===== src/rtl/core/rmfh_pkg.sv =====
// Shared types and constants for the recursive mutex lock unit.
package rmfh_pkg;

   localparam int IdBitsDefault     = 8;
   localparam int QueueDepthDefault = 16;
   localparam int CountBitsDefault  = 16;

   typedef enum logic [1:0] {
      REQ_LOCK    = 2'd0,
      REQ_TRYLOCK = 2'd1,
      REQ_UNLOCK  = 2'd2,
      REQ_DESTROY = 2'd3
   } req_kind_type;

   typedef enum logic [2:0] {
      ST_OK     = 3'd0,
      ST_BUSY   = 3'd1,
      ST_WAIT   = 3'd2,
      ST_INTR   = 3'd3,
      ST_NOTOWN = 3'd4,
      ST_FULL   = 3'd5
   } status_type;

   typedef struct packed {
      logic [1:0] req_type;
      logic [7:0] requester_id;
      logic       signal_pending;
   } req_type_type;

   typedef struct packed {
      logic [2:0]  status;
      logic        wake_valid;
      logic [7:0]  wake_thread;
      logic        owner_valid;
      logic [7:0]  owner_thread;
      logic [15:0] ref_count_now;
   } rsp_type;

endpackage


===== src/rtl/core/rmfh_if.sv =====
// Valid/ready channel interfaces for requests and responses.
interface rmfh_req_if;
   logic                  valid;
   logic                  ready;
   rmfh_pkg::req_type_type payload;
   modport source (output valid, output payload, input ready);
   modport sink   (input valid, input payload, output ready);
endinterface

interface rmfh_rsp_if;
   logic             valid;
   logic             ready;
   rmfh_pkg::rsp_type payload;
   modport source (output valid, output payload, input ready);
   modport sink   (input valid, input payload, output ready);
endinterface


===== src/rtl/core/rmfh_queue_mem.sv =====
// Wait queue storage: one write port, one registered read port.
module rmfh_queue_mem #(
   parameter int ID_BITS     = rmfh_pkg::IdBitsDefault,
   parameter int QUEUE_DEPTH = rmfh_pkg::QueueDepthDefault,
   localparam int AW = (QUEUE_DEPTH > 1) ? $clog2(QUEUE_DEPTH) : 1
) (
   input  logic               clock,
   input  logic               wr_en,
   input  logic [AW-1:0]      wr_addr,
   input  logic [ID_BITS-1:0] wr_data,
   input  logic [AW-1:0]      rd_addr,
   output logic [ID_BITS-1:0] rd_data
);
   logic [ID_BITS-1:0] mem_ff [QUEUE_DEPTH];
   logic [ID_BITS-1:0] rd_data_ff;

   always_ff @(posedge clock) begin
      if (wr_en) begin
         mem_ff[wr_addr] <= wr_data;
      end
      rd_data_ff <= mem_ff[rd_addr];
   end

   assign rd_data = rd_data_ff;
endmodule


===== src/rtl/core/recursive_mutex_fifo_handoff.sv =====
// Top level of the recursive mutex lock unit with a first-in first-out wait queue.
// A request carries a kind (lock, trylock, unlock, destroy), a thread id and a
// signal flag; every accepted request yields exactly one response with status,
// wakeup hint, owner after the step and the reentry count.
// The wait queue lives in a single memory with a registered read port; entry 0
// is the front. One request is handled at a time. Unlock, destroy, owner
// relocks and trylocks that need no pop go from the decide state straight to
// the output state. A lock that must wait walks the queue one entry per cycle
// to find the requester (up to QUEUE_DEPTH reads), and a removal shifts the
// tail down one entry at a time, reading and then writing each entry; grant
// from the front pops by shifting, the same loop.
// Reset clears the owner, count and queue length; queue contents need no clear.
// The response sits in an output register; while the receiver stalls it holds,
// and no new request is taken until the response transfer completes.
module recursive_mutex_fifo_handoff #(
   parameter int ID_BITS     = rmfh_pkg::IdBitsDefault,
   parameter int QUEUE_DEPTH = rmfh_pkg::QueueDepthDefault,
   parameter int COUNT_BITS  = rmfh_pkg::CountBitsDefault
) (
   input logic        clock,
   input logic        reset,
   rmfh_req_if.sink   req,
   rmfh_rsp_if.source rsp
);
   localparam int AW = (QUEUE_DEPTH > 1) ? $clog2(QUEUE_DEPTH) : 1;
   localparam int LW = $clog2(QUEUE_DEPTH + 1);

   typedef enum logic [6:0] {
      S_IDLE   = 7'b0000001,
      S_DECIDE = 7'b0000010,
      S_SEARCH = 7'b0000100,
      S_CHECK  = 7'b0001000,
      S_SHIFT  = 7'b0010000,
      S_SHWR   = 7'b0100000,
      S_OUT    = 7'b1000000
   } state_type;

   state_type state_ff, state_in;
   logic [1:0]            kind_ff, kind_in;
   logic [ID_BITS-1:0]    id_ff, id_in;
   logic                  sig_ff, sig_in;
   logic                  owned_ff, owned_in;
   logic [ID_BITS-1:0]    owner_ff, owner_in;
   logic [COUNT_BITS-1:0] count_ff, count_in;
   logic [LW-1:0]         len_ff, len_in;
   logic [LW-1:0]         pos_ff, pos_in;
   logic [2:0]            st_ff, st_in;
   logic                  wake_ff, wake_in;
   logic [ID_BITS-1:0]    wid_ff, wid_in;
   logic                  ovalid_ff, ovalid_in;

   logic               wr_en;
   logic [AW-1:0]      wr_addr, rd_addr;
   logic [ID_BITS-1:0] wr_data, rd_data;

   rmfh_queue_mem #(.ID_BITS(ID_BITS), .QUEUE_DEPTH(QUEUE_DEPTH)) u_mem (
      .clock, .wr_en, .wr_addr, .wr_data, .rd_addr, .rd_data
   );

   localparam logic [COUNT_BITS-1:0] CMAX = '1;
   logic is_owner;
   assign is_owner = owned_ff && (owner_ff == id_ff);

   always_comb begin
      state_in = state_ff; kind_in = kind_ff; id_in = id_ff; sig_in = sig_ff;
      owned_in = owned_ff; owner_in = owner_ff; count_in = count_ff;
      len_in = len_ff; pos_in = pos_ff; st_in = st_ff;
      wake_in = wake_ff; wid_in = wid_ff; ovalid_in = ovalid_ff;
      wr_en = 1'b0; wr_addr = pos_ff[AW-1:0]; wr_data = id_ff;
      rd_addr = pos_ff[AW-1:0];
      unique case (state_ff)
         S_IDLE: begin
            rd_addr = '0;
            if (req.valid) begin
               kind_in = req.payload.req_type;
               id_in   = ID_BITS'(req.payload.requester_id);
               sig_in  = req.payload.signal_pending;
               pos_in  = '0;
               wake_in = 1'b0;
               wid_in  = '0;
               st_in   = rmfh_pkg::ST_OK;
               state_in = S_DECIDE;
            end
         end
         S_DECIDE: begin
            // rd_data holds the queue front.
            state_in = S_OUT;
            unique case (kind_ff) inside
               rmfh_pkg::REQ_LOCK, rmfh_pkg::REQ_TRYLOCK: begin
                  if (is_owner) begin
                     if (count_ff == CMAX) st_in = rmfh_pkg::ST_FULL;
                     else count_in = count_ff + 1'b1;
                  end else if (!owned_ff &&
                               (len_ff == '0 || rd_data == id_ff)) begin
                     owned_in = 1'b1; owner_in = id_ff;
                     count_in = {{(COUNT_BITS-1){1'b0}}, 1'b1};
                     if (len_ff != '0) begin
                        pos_in = '0; state_in = S_SHIFT;
                     end
                  end else if (kind_ff == rmfh_pkg::REQ_TRYLOCK) begin
                     st_in = rmfh_pkg::ST_BUSY;
                  end else begin
                     pos_in = '0;
                     if (len_ff == '0) state_in = S_CHECK;
                     else state_in = S_SEARCH;
                  end
               end
               rmfh_pkg::REQ_UNLOCK: begin
                  if (is_owner) begin
                     if (count_ff > 1) begin
                        count_in = count_ff - 1'b1;
                     end else begin
                        count_in = '0; owned_in = 1'b0; owner_in = '0;
                        if (len_ff != '0) begin
                           wake_in = 1'b1; wid_in = rd_data;
                        end
                     end
                  end else st_in = rmfh_pkg::ST_NOTOWN;
               end
               default: begin
                  if (len_ff == '0) begin
                     owned_in = 1'b0; owner_in = '0; count_in = '0;
                  end else st_in = rmfh_pkg::ST_BUSY;
               end
            endcase
         end
         S_SEARCH: begin
            // rd_data is entry pos_ff.
            if (rd_data == id_ff) begin
               state_in = S_CHECK;
            end else if (pos_ff + 1'b1 >= len_ff) begin
               pos_in = len_ff; state_in = S_CHECK;
            end else begin
               pos_in = pos_ff + 1'b1;
               rd_addr = pos_in[AW-1:0];
            end
         end
         S_CHECK: begin
            state_in = S_OUT;
            if (pos_ff == len_ff && len_ff >= LW'(QUEUE_DEPTH)) begin
               st_in = rmfh_pkg::ST_FULL;
            end else if (sig_ff) begin
               st_in = rmfh_pkg::ST_INTR;
               if (pos_ff != len_ff) state_in = S_SHIFT;
            end else begin
               st_in = rmfh_pkg::ST_WAIT;
               if (pos_ff == len_ff) begin
                  wr_en = 1'b1; len_in = len_ff + 1'b1;
               end
            end
         end
         S_SHIFT: begin
            // Remove entry pos_ff by moving the tail down one slot per pass.
            if (pos_ff + 1'b1 >= len_ff) begin
               len_in = len_ff - 1'b1; state_in = S_OUT;
            end else begin
               rd_addr = AW'(pos_ff + 1'b1);
               state_in = S_SHWR;
            end
         end
         S_SHWR: begin
            wr_en = 1'b1; wr_data = rd_data;
            pos_in = pos_ff + 1'b1;
            state_in = S_SHIFT;
         end
         default: begin
            // S_OUT: response held until the transfer completes.
            ovalid_in = 1'b1;
            if (ovalid_ff && rsp.ready) begin
               ovalid_in = 1'b0; state_in = S_IDLE;
            end
         end
      endcase
   end

   always_ff @(posedge clock) begin
      if (reset) begin
         state_ff <= S_IDLE; owned_ff <= 1'b0; owner_ff <= '0;
         count_ff <= '0; len_ff <= '0; ovalid_ff <= 1'b0;
      end else begin
         state_ff <= state_in; owned_ff <= owned_in; owner_ff <= owner_in;
         count_ff <= count_in; len_ff <= len_in; ovalid_ff <= ovalid_in;
      end
      kind_ff <= kind_in; id_ff <= id_in; sig_ff <= sig_in; pos_ff <= pos_in;
      st_ff <= st_in; wake_ff <= wake_in; wid_ff <= wid_in;
   end

   assign req.ready = (state_ff == S_IDLE);
   assign rsp.valid = ovalid_ff;
   always_comb begin
      rsp.payload = '0;
      rsp.payload.status        = st_ff;
      rsp.payload.wake_valid    = wake_ff;
      rsp.payload.wake_thread   = 8'(wid_ff);
      rsp.payload.owner_valid   = owned_ff;
      rsp.payload.owner_thread  = owned_ff ? 8'(owner_ff) : 8'd0;
      rsp.payload.ref_count_now = 16'(count_ff);
   end
endmodule

===== src/flat_wrapper.sv =====
// flat-port wrapper written by rule: the top's interface ports become plain ports
module recursive_mutex_fifo_handoff_flat 
#(
   parameter int ID_BITS     = rmfh_pkg::IdBitsDefault,
   parameter int QUEUE_DEPTH = rmfh_pkg::QueueDepthDefault,
   parameter int COUNT_BITS  = rmfh_pkg::CountBitsDefault
)
  (clock, reset, req_valid, req_payload, req_ready, rsp_valid, rsp_payload, rsp_ready);
  rmfh_req_if req_i ();
  rmfh_rsp_if rsp_i ();
  input logic clock;
  input logic reset;
  input wire logic [$bits(req_i.valid)-1:0] req_valid;
  input wire logic [$bits(req_i.payload)-1:0] req_payload;
  output wire logic [$bits(req_i.ready)-1:0] req_ready;
  output wire logic [$bits(rsp_i.valid)-1:0] rsp_valid;
  output wire logic [$bits(rsp_i.payload)-1:0] rsp_payload;
  input wire logic [$bits(rsp_i.ready)-1:0] rsp_ready;
  assign req_i.valid = req_valid;
  assign req_i.payload = req_payload;
  assign req_ready = req_i.ready;
  assign rsp_valid = rsp_i.valid;
  assign rsp_payload = rsp_i.payload;
  assign rsp_i.ready = rsp_ready;
  recursive_mutex_fifo_handoff #(.ID_BITS(ID_BITS), .QUEUE_DEPTH(QUEUE_DEPTH), .COUNT_BITS(COUNT_BITS)) u_core (.clock(clock), .reset(reset), .req(req_i), .rsp(rsp_i));
endmodule

===== config.mk =====
export PLATFORM = sky130hd
export DESIGN_NAME = recursive_mutex_fifo_handoff_flat
export DESIGN_NICKNAME = d
export VERILOG_FILES = /design/src/rtl/core/rmfh_pkg.sv /design/src/rtl/core/rmfh_if.sv /design/src/rtl/core/rmfh_queue_mem.sv /design/src/rtl/core/recursive_mutex_fifo_handoff.sv /design/src/flat_wrapper.sv
export SDC_FILE = /design/constraint.sdc
export NUM_CORES = 1
export LEC_CHECK = 0
export BUFFER_PORTS_ARGS = -buffer_cell sky130_fd_sc_hd__buf_2
export CAP_MARGIN = 40
export CORE_ASPECT_RATIO = 0.9
export CORE_UTILIZATION = 45
export DETAILED_ROUTE_END_ITERATION = 6
export REMOVE_ABC_BUFFERS = 1
export SYNTH_ARGS = -nofsm -noshare
export SYNTH_HDL_FRONTEND = slang
export SYNTH_HIERARCHICAL = 1
export SYNTH_SLANG_ARGS = --single-unit

===== constraint.sdc =====
create_clock -name clock -period 7 [get_ports clock]
set_input_delay 1.05 -clock clock [delete_from_list [all_inputs] [get_ports clock]]
set_output_delay 1.05 -clock clock [all_outputs]
set_load 0.1 [all_outputs]

======== Yosys cells after proc, flatten, opt, wreduce, memory -nomap -nowiden ========
Memories as Yosys holds them, arrays and structs flattened. A register that Yosys moved wholly into a read port is not among the register bits.
Index checks and enable logic that the tools add are counted.
storage, ports and cells
  flip-flop bits (word level) ............. 66
  RAM bits ................................ 128
  input port bits ......................... 15
  output and inout bits ................... 39
  logic and storage cells ................. 169
  memories ................................ 1
memory list
  name                 words  bits a word  rd ports  clocked after memory_dff  wr ports  RTL line              source
  u_core.u_mem.mem_ff  16     8            1         1                         1         rmfh_queue_mem.sv:14  logic [ID_BITS-1:0] mem_ff [QUEUE_DEPTH];
cells by class
  $add $sub $neg .......................... 5
  $lt $le $gt $ge ......................... 3
  equal/unequal tests ..................... 39
  muxes and demuxes ....................... 83
  reductions and logical operators ........ 25
operators with widths
  kind                                                                    count
  16-bit 2-to-1 mux                                                       6
  8-bit 2-to-1 mux                                                        12
  7-bit 2-to-1 mux                                                        13
  5-bit 2-to-1 mux                                                        12
  7-bit one-hot mux with 6 select lines                                   1
  16-bit one-hot mux with 2 select lines                                  1
  8-bit one-hot mux with 2 select lines                                   2
  3-bit 2-to-1 mux                                                        8
  5-bit one-hot mux with 4 select lines                                   1
  2-bit != test (second input constant)                                   9
  1-bit 2-to-1 mux                                                        17
  16-bit by 1-bit adder with 16-bit output (second input constant)        1
  16-bit equality test (second input constant)                            1
  8-bit equality test                                                     2
  16-bit by 1-bit > comparator with 1-bit output (second input constant)  1
  16-bit by 1-bit subtractor with 16-bit output (second input constant)   1
  2-bit by 1-bit != test with 1-bit output (second input constant)        7
  7-bit AND reduction                                                     2
  4-bit 2-to-1 mux                                                        3
  3-bit != test (second input constant)                                   4
  4-bit one-hot mux with 3 select lines                                   1
  6-bit AND reduction                                                     2
  5-bit by 1-bit adder with 5-bit output (second input constant)          2
  5-bit one-hot mux with 2 select lines                                   1
  35 further kinds                                                        45

======== Logic depth before layout (Yosys ltp) ========
  depth after elaboration ................. 7
  depth in mapped cells ................... 16
  mapped depth without buffers ............ 14

======== Hierarchy ========
The synthesis kept the hierarchy.
by module, submodules not included
  module                        times used  cells an instance  area an instance (um^2)  seq. area each (um^2)
  rmfh_queue_mem                1           229                5147.4                   4003.8
  recursive_mutex_fifo_handoff  1           486                4215.3                   1601.5

======== Worst setup path after synthesis ========
No wires, ideal clock.
  path type ............................... reg-to-reg
  from .................................... register u_core.pos_ff[0]
  to ...................................... register u_core.u_mem.rd_data_ff[1] (netlist: u_core/u_mem/rd_data[1]) (read register of u_core.u_mem.mem_ff)
  setup time .............................. 120 ps
  arrival time ............................ 3771 ps
  required time ........................... 6880 ps
  setup slack ............................. 3109 ps
  stages on the path, launching flop included .. 15
  path buffers ............................ 2
  clock period less this slack ............ 3891 ps
  path through ............................ edfxtp_1 ha_1 xor2_1 ha_1 a21o_1 a21o_1 a211oi_2 o21ai_1 xor2_1 nor2_1 buf_6 buf_6 mux4_1 a22oi_1 nand2_1
between the ends
  word-level cells in the longest chain between the ends .. 5
RTL lines
  element                                  RTL line                                                                                                       source
  start, declared                          recursive_mutex_fifo_handoff.sv:46                                                                             logic [LW-1:0] pos_ff, pos_in;
  start signal, assigned                   recursive_mutex_fifo_handoff.sv:184                                                                            kind_ff <= kind_in; id_ff <= id_in; sig_ff <= sig_in; pos_ff <= pos_in;
  5-bit by 1-bit adder with 5-bit output   recursive_mutex_fifo_handoff.sv:131, recursive_mutex_fifo_handoff.sv:134, recursive_mutex_fifo_handoff.sv:154
  5-bit >= comparator                      recursive_mutex_fifo_handoff.sv:131, recursive_mutex_fifo_handoff.sv:154
  4-bit 2-to-1 mux                         recursive_mutex_fifo_handoff.sv:154                                                                            if (pos_ff + 1'b1 >= len_ff) begin
  4-bit 2-to-1 mux                         recursive_mutex_fifo_handoff.sv:129                                                                            if (rd_data == id_ff) begin
  4-bit one-hot mux with 3 select lines *  recursive_mutex_fifo_handoff.sv:71                                                                             unique case (state_ff)
  named net u_core.rd_addr[0]              recursive_mutex_fifo_handoff.sv:53                                                                             logic [AW-1:0] wr_addr, rd_addr;
  end, declared                            rmfh_queue_mem.sv:15                                                                                           logic [ID_BITS-1:0] rd_data_ff;
The timed path passes the listed nets; every way through them passes the cells marked *.
A chain may end at the register's enable or synchronous reset.

======== Final worst setup path ========
  from .................................... register u_core.pos_ff[0]
  to ...................................... register u_core.u_mem.rd_data_ff[2] (netlist: u_core/u_mem/rd_data[2]) (read register of u_core.u_mem.mem_ff)
The elaborated chain is that of the path after synthesis.

==> results.ini <==
[outcome]
status = finished, final reports clean

[yosys]
ys_async_sr_fraction_pct = 0
synthDistinctLibCells = 68
synth_edf_count = 156
yosys-top-cells-area = edfxtp_1 50%, dfxtp_1 9.8%, mux4_2 4.6%
syn_area_sq_um = 9363
ys_seq_area_share_pct = 59.87
syn_inst = 715
yosysWarnings = 6
synth_seq_cells = 202
synth_top_flop_cell = edfxtp_1
yosysTopAreaCell = edfxtp_1
synth_common_cells = 156 x edfxtp_1, 68 x nor2_1, 46 x dfxtp_1
synth.most_common_cell = edfxtp_1
synth.avg_cell_area_sq_um = 13.09
yosysTopAreaCellShare_pct = 50.03

[cts]
clkTransAtPathRegs_ps = 60
root_buffer = clkbuf_16
tritoncts = built
cts.path.max_buffers = 3
cts_hold_buffers = 0
clock_latency_ps = 500
clock-sinks = 202
ctsResizeCount = 0
cts_htree_levels = 1
post_cts_buffers = 0
cts_buffers = 22

[global_routing]
grt_pass1_wl_microns = 35380
grt-ovfl-total = 0
antenna_found_initial = 0
grt_use_total_pct = 21.38
grt_max_degree = 35
grt_pass1_vias = 6239

[placement]
dp_hpwl_microns = 15440
portBuffers = 53
place_congestion = 0.8943

[worst_hold_path]
min_from = u_core/rsp.valid
min_path_type = reg2reg

[critical_path]
critPathCapture = u_core/u_mem/rd_data[2]
crit_chain = ha_1 > xor2_1 > ha_1 > a21o_1 > a21o_1 > a211oi_2 > o21ai_1 > xor2_1 > nor2_4 > buf_4 > mux4_1 > a22oi_1 > nand2_1
cp_slowest_cell = edfxtp_1
arrival_ps = 5510
r2r-start = u_core/pos_ff[0]
rr_endpoint = u_core/u_mem/rd_data[2]
cpLargestDelayFamily = compound AO/OA/AOI/OAI gates
reg2reg_depth = 13
required_ps = 7390
critPathLaunchType = flip-flop
timing.critical_path.buf_inv = 1
cp.depth = 13
worstSetupStartpoint = u_core/pos_ff[0]
endpoint_kind = flip-flop
max_stage_delay_ps = 630
path_max_fanout = 17
criticalPathCategory = reg2reg
reg2reg_setup_slack_ps = 1880

[power_and_ir_drop]
peakVddDrop_mv = 0.1666
p_leak_uw = 0.003746
total_power_uw = 4158
p_per_area_nw_per_um2 = 389.3

[floorplanning]
core_sq_um = 20170
num_rows = 49
io_pins = 54
initial_utilization_pct = 46.42
chipWidth_microns = 154.0
dieArea_sq_um = 21390
die_h_microns = 138.8

[final_layout]
final_nets = 802
syn_to_final_growth_pct = 14.06
diodes = 0
layout-drive-gt1-share_pct = 19.39

[route]
drt_first_iter_violations = 517
antenna_left = 0
wire_per_inst_microns = 21.57
drt_pass1_iterations = 5
drc = 0
num_vias = 6286
totalWireLength_microns = 22520
routed_via_density = 6.021

[sta]
fin_worst_skew_ps = 9.581
period_share_pct = 73.15
maxSlewHeadroom_pct = 36.44
finalSetupViolations = 0
fmax_ghz = 0.1953
period_needed_ps = 5121
worst_slew_pin_slew_ps = 944.7
maxSlewViolCount = 0
rsz0062_at_grt = no
finalHoldViolations = 0
finalSetupTns_ps = 0

[flow_run]
max_cap_violations = 0

per-stage QoR:
step	cells	hold WS, ps	setup WS, ps	utilization [%]	area [sq um]
CTS	1041	512.0	1885	52.83	10660
finish	1044	513.6	1879	52.94	10680
detailed placement	1002	501.2	1877	49.10	9903
floorplan	677	477.0	1312	-	9159
global placement	992	488.4	2021	48.73	9828
global route	1044	543.4	1481	52.94	10680
flip-flops by register name, indices dropped and copies added (netlist names):
name                  count
u_core/id_ff              8
u_core/kind_ff            2
u_core/owned_ff           1
u_core/count_ff          16
u_core/u_mem/mem_ff     128
u_core/len_ff             5
u_core/wid_ff             8
u_core/u_mem/rd_data      8
u_core/pos_ff             5
u_core/st_ff              3
u_core/rsp.valid          1
u_core/sig_ff             1
u_core/state_ff           7
u_core/wake_ff            1
u_core/owner_ff           8
placed cells by master, fill, tap and decap left out, drive strengths merged, types with 12 or more instances in the layout:
cell type,instances
edfxtp,156
and2,20
nor2,68
nand3,18
inv,25
mux4,33
clkbuf,23
a22oi,18
nor3,22
dfxtp,46
o21ai,25
xnor2,30
nand2,38
ha,12
buf,73
a21oi,32
power breakdown:
part / internal [uW] / switching (uW)
clock: 726 / 465
sequential: 1480 / 139
combinational: 478 / 868
total: 2690 / 1470
cell families (layout without fill, tap and decap cells):
group                      Yosys count  count (layout)  share of synthesized area [%]
AOI/OAI and AO/OA                  147             147                          11.04
and+or+nand+nor                    214             214                          11.36
muxes                               41              41                          9.461
xor gates and xnor gates            35              35                          3.274
adders and majority gates           13              13                          1.817
DFF                                202             202                          59.87
buffers and inverters               63             137                          3.180
worst register-to-register path, cell delays in order (launching register included):
cell and delay [ps]:
edfxtp_1 630, ha_1 300, xor2_1 260, ha_1 300, a21o_1 190, a21o_1 180
a211oi_2 570, o21ai_1 390, xor2_1 270, nor2_4 580, buf_4 430, mux4_1 600
a22oi_1 240, nand2_1 80
area by class of cell:
type / count / area [sq um]
clock buffer: 23 / 554.3
clock inverter: 16 / 198.9
fill: 1636 / 9492
inverter: 25 / 93.84
multi-input combinational: 450 / 3492
sequential: 202 / 5605
tap: 255 / 319.1
timing repair buffer: 73 / 415.4
how the worst min path moves through the flow:
stage	to	depth (start not counted)
after floorplan	u_core/owner_ff[7]	1
after global placement	u_core/rsp.valid	2
after detailed placement	u_core/rsp.valid	2
after CTS	u_core/rsp.valid	2
after global routing	u_core/owner_ff[7]	1
final	u_core/rsp.valid	2
per-layer routing:
metal	global-route usage [%]	vias to the layer above	part of all wire (%)
met5	0	-	0
li1	-	2883	-
met4	6.211	0	2.2
met2	32.54	245	45
met3	4.031	36	7.0
met1	31.29	3122	46
(Power assumes the default switching activity.)
